==> config.mk <==
export PLATFORM = sky130hd
export DESIGN_NAME = gs_cfg_regs
export DESIGN_NICKNAME = d
export VERILOG_FILES = /design/src/hdl/gs_pkg.sv /design/src/hdl/gs_cfg_regs.sv
export SDC_FILE = /design/constraint.sdc
export NUM_CORES = 1
export LEC_CHECK = 0
export BUFFER_PORTS_ARGS = -buffer_cell sky130_fd_sc_hd__buf_2
export CAP_MARGIN = 20
export CORE_UTILIZATION = 45
export CTS_CLUSTER_DIAMETER = 30
export DETAILED_ROUTE_END_ITERATION = 10
export HOLD_SLACK_MARGIN = 0.08
export PLACE_DENSITY = 0.84
export SLEW_MARGIN = 20
export SYNTH_ARGS = -nofsm -noshare
export SYNTH_HDL_FRONTEND = slang
export SYNTH_SLANG_ARGS = --single-unit
==> constraint.sdc <==
create_clock -name clk -period 1.45 [get_ports clk]
set_clock_uncertainty 0.15 [all_clocks]
set_input_delay 0.2175 -clock clk [delete_from_list [all_inputs] [get_ports clk]]
set_output_delay 0.2175 -clock clk [all_outputs]
set_load 0.02 [all_outputs]
==> src/hdl/gs_pkg.sv <==
// Shared types, widths and register codes for the Gray-Scott cell update.
// No dependencies; imported by every module under hdl/.
package gs_pkg;

  function automatic int max2(input int a, input int b);
    return (a > b) ? a : b;
  endfunction

  // Fixed point format of data values: signed Q3.FRAC_BITS; config registers unsigned Q3.FRAC_BITS.
  localparam int FRAC_BITS  = 20;
  localparam int W_DATA     = 24;
  localparam int W_REG      = 23;
  localparam int W_CFG_IDX  = 3;
  localparam int W_CFG_DATA = 32;

  // Intermediate widths; a floored product keeps (product width - FRAC_BITS) bits.
  localparam int W_LAP    = W_DATA + 3;                                // 5-point Laplacian
  localparam int W_UV_P   = 2 * W_DATA;                                // uc*vc
  localparam int W_UV     = max2(W_UV_P - FRAC_BITS, 1);
  localparam int W_UVV_P  = W_UV + W_DATA;                             // uv*vc
  localparam int W_UVV    = max2(W_UVV_P - FRAC_BITS, 1);
  localparam int W_FK     = W_REG + 1;                                 // F+k, unsigned
  localparam int W_UCF_P  = (W_DATA + 1) + (W_REG + 1);                // (-uc)*F
  localparam int W_UCF    = max2(W_UCF_P - FRAC_BITS, 1);
  localparam int W_FTERM  = max2(W_UCF, W_REG + 1) + 1;                // F + floor(-uc*F)
  localparam int W_K_P    = W_DATA + W_FK + 1;                         // vc*(F+k)
  localparam int W_KTERM  = max2(W_K_P - FRAC_BITS, 1);
  localparam int W_DL_P   = W_LAP + W_REG + 1;                         // Lap*D
  localparam int W_DL     = max2(W_DL_P - FRAC_BITS, 1);
  localparam int W_DELTA  = max2(max2(W_DL, W_UVV), max2(W_FTERM, W_KTERM)) + 2;
  localparam int W_STEP_P = W_DELTA + W_REG + 1;                       // delta*dt
  localparam int W_STEP   = max2(W_STEP_P - FRAC_BITS, 1);
  localparam int W_SUM    = max2(W_STEP, W_DATA) + 1;

  localparam int OUT_MAX = 2 ** (W_DATA - 1) - 1;
  localparam int OUT_MIN = -(2 ** (W_DATA - 1));

  // Register indexes on the config port.
  localparam logic [W_CFG_IDX-1:0] IDX_DIFF_U    = 3'd0;
  localparam logic [W_CFG_IDX-1:0] IDX_DIFF_V    = 3'd1;
  localparam logic [W_CFG_IDX-1:0] IDX_FEED_RATE = 3'd2;
  localparam logic [W_CFG_IDX-1:0] IDX_KILL_RATE = 3'd3;
  localparam logic [W_CFG_IDX-1:0] IDX_TIME_STEP = 3'd4;

  localparam logic [W_REG-1:0] RST_DIFF_U    = 23'd167772;
  localparam logic [W_REG-1:0] RST_DIFF_V    = 23'd83886;
  localparam logic [W_REG-1:0] RST_FEED_RATE = 23'd62915;
  localparam logic [W_REG-1:0] RST_KILL_RATE = 23'd65012;
  localparam logic [W_REG-1:0] RST_TIME_STEP = 23'd1048576;

  typedef struct packed {
    logic [W_REG-1:0] diff_u;
    logic [W_REG-1:0] diff_v;
    logic [W_REG-1:0] feed_rate;
    logic [W_REG-1:0] kill_rate;
    logic [W_REG-1:0] time_step;
  } cfg_t;

  typedef struct packed {
    logic signed [W_DATA-1:0] u_center;
    logic signed [W_DATA-1:0] u_west;
    logic signed [W_DATA-1:0] u_east;
    logic signed [W_DATA-1:0] u_north;
    logic signed [W_DATA-1:0] u_south;
    logic signed [W_DATA-1:0] v_center;
    logic signed [W_DATA-1:0] v_west;
    logic signed [W_DATA-1:0] v_east;
    logic signed [W_DATA-1:0] v_north;
    logic signed [W_DATA-1:0] v_south;
  } stencil_t;

  // Rates of change handed from the term pipeline to the Euler step.
  typedef struct packed {
    logic signed [W_DATA-1:0]  uc;
    logic signed [W_DATA-1:0]  vc;
    logic signed [W_DELTA-1:0] du;
    logic signed [W_DELTA-1:0] dv;
  } delta_t;

endpackage

==> src/hdl/gs_cfg_regs.sv <==
// Configuration register file: diffusion, feed, kill rates and time step.
// Depends on gs_pkg.
module gs_cfg_regs import gs_pkg::*; (
  input  logic                  clk,
  input  logic                  rst,
  input  logic                  cfg_valid,
  output logic                  cfg_ready,
  input  logic [W_CFG_IDX-1:0]  cfg_index,
  input  logic [W_CFG_DATA-1:0] cfg_data,
  output cfg_t                  cfg
);

  assign cfg_ready = 1'b1;

  always_ff @(posedge clk) begin
    if (rst) begin
      cfg.diff_u    <= RST_DIFF_U;
      cfg.diff_v    <= RST_DIFF_V;
      cfg.feed_rate <= RST_FEED_RATE;
      cfg.kill_rate <= RST_KILL_RATE;
      cfg.time_step <= RST_TIME_STEP;
    end else if (cfg_valid && cfg_ready) begin
      unique case (cfg_index)
        IDX_DIFF_U:    cfg.diff_u    <= cfg_data[W_REG-1:0];
        IDX_DIFF_V:    cfg.diff_v    <= cfg_data[W_REG-1:0];
        IDX_FEED_RATE: cfg.feed_rate <= cfg_data[W_REG-1:0];
        IDX_KILL_RATE: cfg.kill_rate <= cfg_data[W_REG-1:0];
        IDX_TIME_STEP: cfg.time_step <= cfg_data[W_REG-1:0];
        default: ;  // unmapped index, dropped
      endcase
    end
  end

  a_wr_time_step: assert property (@(posedge clk) disable iff (rst)
    cfg_valid && cfg_ready && !rst && cfg_index == IDX_TIME_STEP
    |=> cfg.time_step == $past(cfg_data[W_REG-1:0]))
    else $error("time_step write not taken");

endmodule

### Yosys cells after proc, flatten, opt, wreduce, memory -nomap -nowiden

Index checks and enable logic that the tools add are counted.

| storage, ports and cells | value |
|---|---|
| register bits after elaboration | 115 |
| input bits | 38 |
| output and inout port bits | 116 |
| word-level logic and storage cells | 15 |

| operators by class | value |
|---|---|
| equal/unequal tests | 4 |
| reductions and logical operators | 6 |

Operator list:

| operator | number |
|---|---|
| $reduce_and 2->1 | 5 |
| $eq 3x2->1 const B | 2 |
| $eq 3x1->1 const B | 1 |
| $eq 3x3->1 const B | 1 |
| $logic_not 3->1 | 1 |

### Longest topological paths before layout

| logic depth | value |
|---|---|
| depth in word-level cells | 2 |
| depth in mapped cells | 5 |
| gate-level depth less buffers | 2 |

### Worst setup path before layout

OpenSTA, ideal clock, no wires.

| timing path | value |
|---|---|
| kind | input port to flip-flop |
| start | in cfg_index[0] |
| end | reg cfg[94] (netlist name) |
| library setup time | 0.072 ns |
| arrival | 1.234 ns |
| setup slack | -0.006 ns |
| stages on the path | 4 |
| path through | buf_2 > nor4b_4 > buf_4 > mux2i_1 |

| on the way | value |
|---|---|
| longest elaborated chain between the ends | 2 |

Ends and longest elaborated chain:

| item | line | text |
|---|---|---|
| start, declared | gs_cfg_regs.sv:8 | `input logic [W_CFG_IDX-1:0] cfg_index,` |
| $logic_not 3->1 | gs_cfg_regs.sv:23 | `unique case (cfg_index)` |
| $reduce_and 2->1 (no line) | -- |  |
| end, declared | gs_cfg_regs.sv:10 | `output cfg_t cfg` |

Every way passes these cells.
A chain may end at the register's enable or synchronous reset.

### Final worst setup path

| timing path | value |
|---|---|
| start | reg cfg[43] (netlist name) |
| end | out cfg[43] (netlist name) |

No word-level cell between the ends.

==> metrics.csv <==
stage,metric,value,unit
setup_path,CP Cell Sequence,buf_4,
floorplanning,Die ar.,0.0105,mm²
timing,final hold viol count,0,
floorplanning,Starting Density,46.6,%
detailed_routing,via density per instance,4.95,
synthesis,top cells by area in the synthesized netlist,"dfxtp_1 51%, mux2i_1 25%, nand2b_1 13%",
clock_network,CTS Sinks,115,
timing,Setup-failing EPs final,0,
finish,sequential cell area,0.00230,mm²
placement,dpl ws,-83.7,ps
clock_network,clk root buf,clkbuf_8,
timing,Max Slew Vio Count,0,
outcome,status,finished clean,
global_route,first-pass GRT wire length,18600,µm
global_route,pin count of the biggest net entering global routing,47,
detailed_routing,routed vias,3721,
timing,FMAX,0.709,GHz
synthesis,Post-Syn Nets,468,
timing,worst setup margin,40.0,ps
setup_path,"Largest stage delay, worst path",370,ps
detailed_routing,DR iter-0 viols,126,
placement,I/O Buffers,143,
setup_path,CP bufs+invs,1,
setup_path,Worst Path Required,1080,ps
timing,RSZ-0062 raised after global routing,no,
setup_path,critical path endpoint category,output pin,
synthesis,cell count after synthesis,430,
synthesis,register area share after synthesis,50.6,%
placement,final estimated routing congestion in global placement,0.739,
timing,Final period util,97.2,%
floorplanning,Core Rows,36,
finish,share of layout cells above drive strength 1,32.3,%
finish,Syn-to-layout area delta,41.2,%
global_route,GRT Total Usage,24.2,%
power_and_ir_drop,cell leakage power,3.13,nW
power_and_ir_drop,P_int,6.15,mW
detailed_routing,antenna-violating nets left,0,
finish,top flop regs,cfg: 115 flops,
synthesis,cell area after synthesis,0.00455,mm²
clock_network,deepest clock path buffer count,2,
synthesis,Seq cells post-synth,115,
setup_path,Slowest cell on crit path,dfxtp_1,
finish,max FFs per register,115,
clock_network,CTS tree,built,
power_and_ir_drop,PD cells,1240,mW/mm²
setup_path,kind of critical path,register to output pin,
setup_path,crit-path max FO,2,
clock_network,H-tree levels,4,
finish,Antenna diodes,0,
floorplanning,die width,103,µm
finish,Multi-input gate area,0.00212,mm²
setup_path,Startpoint Class,register,
synthesis,share of the synthesized area in the top cell type,50.6,%
placement,DP Wirelength,8190,µm
power_and_ir_drop,Clk pwr share,50.5,%
finish,"commonest non-fill, non-tap cells in the layout","131 x buf_2, 115 x mux2i_1, 115 x dfxtp_1, 95 x nand2b_1, 62 x nor2_1",
power_and_ir_drop,Final Power,7.95,mW
detailed_routing,DRT Pass-1 Iters,6,
finish,Top reg by flops,cfg,
finish,Filler cells,756,
power_and_ir_drop,Net Sw Frac,22.6,%
power_and_ir_drop,VDD IR-drop max,699,µV
power_and_ir_drop,Comb power frac,8.3,%
detailed_routing,Avg WL per Cell,16.1,µm
synthesis,Unique masters post-synth,13,
setup_path,Crit path arrival time,1040,ps
finish,nets@finish,647,
finish,Non-Filler Instances,752,
global_route,initial antenna violation count,0,
floorplanning,Die Ht,103,µm
power_and_ir_drop,P_sw,1.80,mW
detailed_routing,Total Wirelength,12100,µm
setup_path,"CP delay by family, top",flip-flops,
synthesis,largest area contributor in the netlist,dfxtp_1,
clock_network,total CTS buffers,17,
floorplanning,Core Region,0.00977,mm²
finish,"commonest non-fill, non-tap cell in the layout",buf_2,
synthesis,syn_area_per_cell,10.6,µm²
floorplanning,# IOs,154,
job,max_cap viols,0,
detailed_routing,DR DRC count,0,
global_route,total grt overflow,0,
global_route,vias in the first global route,3714,
timing,Final Critical Period,1410,ps
clock_network,insertion delay to the later sink of the worst-skew pair,510,ps
clock_network,"Reg clk slew, reported paths",60,ps
worst_hold_path,worst hold path type,primary input to register,
finish,"Core Util, Final",65.7,%
timing,Sum Neg Setup Slack,0,ps
power_and_ir_drop,Seq pwr share,41.2,%
placement,Inst Count DP,699,
synthesis,synth warn,0,
-- cells in the mapped netlist --
cell	n
buf_2	14
buf_4	5
clkbuf_1	14
conb_1	1
dfxtp_1	115
mux2i_1	115
nand2b_1	95
nand4b_1	1
nand4bb_1	3
nor2_1	62
nor4b_4	1
nor4bb_1	3
or4b_1	1
-- metrics by stage --
step                      cell area, µm²  hold slack (ps)
after global placement              5590              307
after CTS                           6400             80.5
final                               6420              105
after floorplan                     4550              223
after detailed placement            5590              312
after global routing                6420              112
-- final timing paths --
check	startpoint	endpoint	slack, ps	depth (start not counted)
max	cfg[43]	cfg[43]	40	1
min	cfg_index[0]	cfg[107]	110	4
max reg2reg	cfg[43]	cfg[43]	600	2
min reg2reg	cfg[11]	cfg[11]	320	2
-- cell families after synthesis --
logic type | Yosys count | share of synthesized area, %
buf+inv | 33 | 3.52
flops | 115 | 50.6
mux | 115 | 25.3
other cells | 1 | 0.0824
simple gates | 166 | 20.5
-- area by class of cell --
cell class,instances,share of cell area (%)
clock buffers,19,6.72
clock inverters,10,2.12
multi-input cells,282,33.0
flip-flops and latches,115,35.8
well taps,133,2.59
repair buffers,193,19.8
-- power groups by stage --
| stage | clock network [mW] | logic, mW | registers [mW] |
|---|---|---|---|
| floorplan | 0 | 0.273 | 3.42 |
| finish | 4.02 | 0.660 | 3.27 |
| CTS | 4.08 | 0.655 | 3.27 |
| global placement | 0 | 0.586 | 3.33 |
| global route | 4.21 | 0.707 | 3.28 |
| detailed placement | 0 | 0.600 | 3.34 |
-- per-layer routing --
metal  GRT usage (%)  routed length [µm]  vias up  part of all wire, %
met2            40.6                6090      124                   50
met3            7.39                 628       17                  5.2
met5               0                   0        -                    0
li1                -                   -     1778                    -
met4            10.7                 199        0                  1.6
met1            28.4                5230     1802                   43
-- repair_timing --
action,CTS,global route
endpoints found under the setup margin,1,10
hold buffers,24,0
endpoints found under the hold margin,115,0
resized for setup,1,10
buffers inserted,0,0
cloned,0,0
Power figures use the tool's default switching activity.
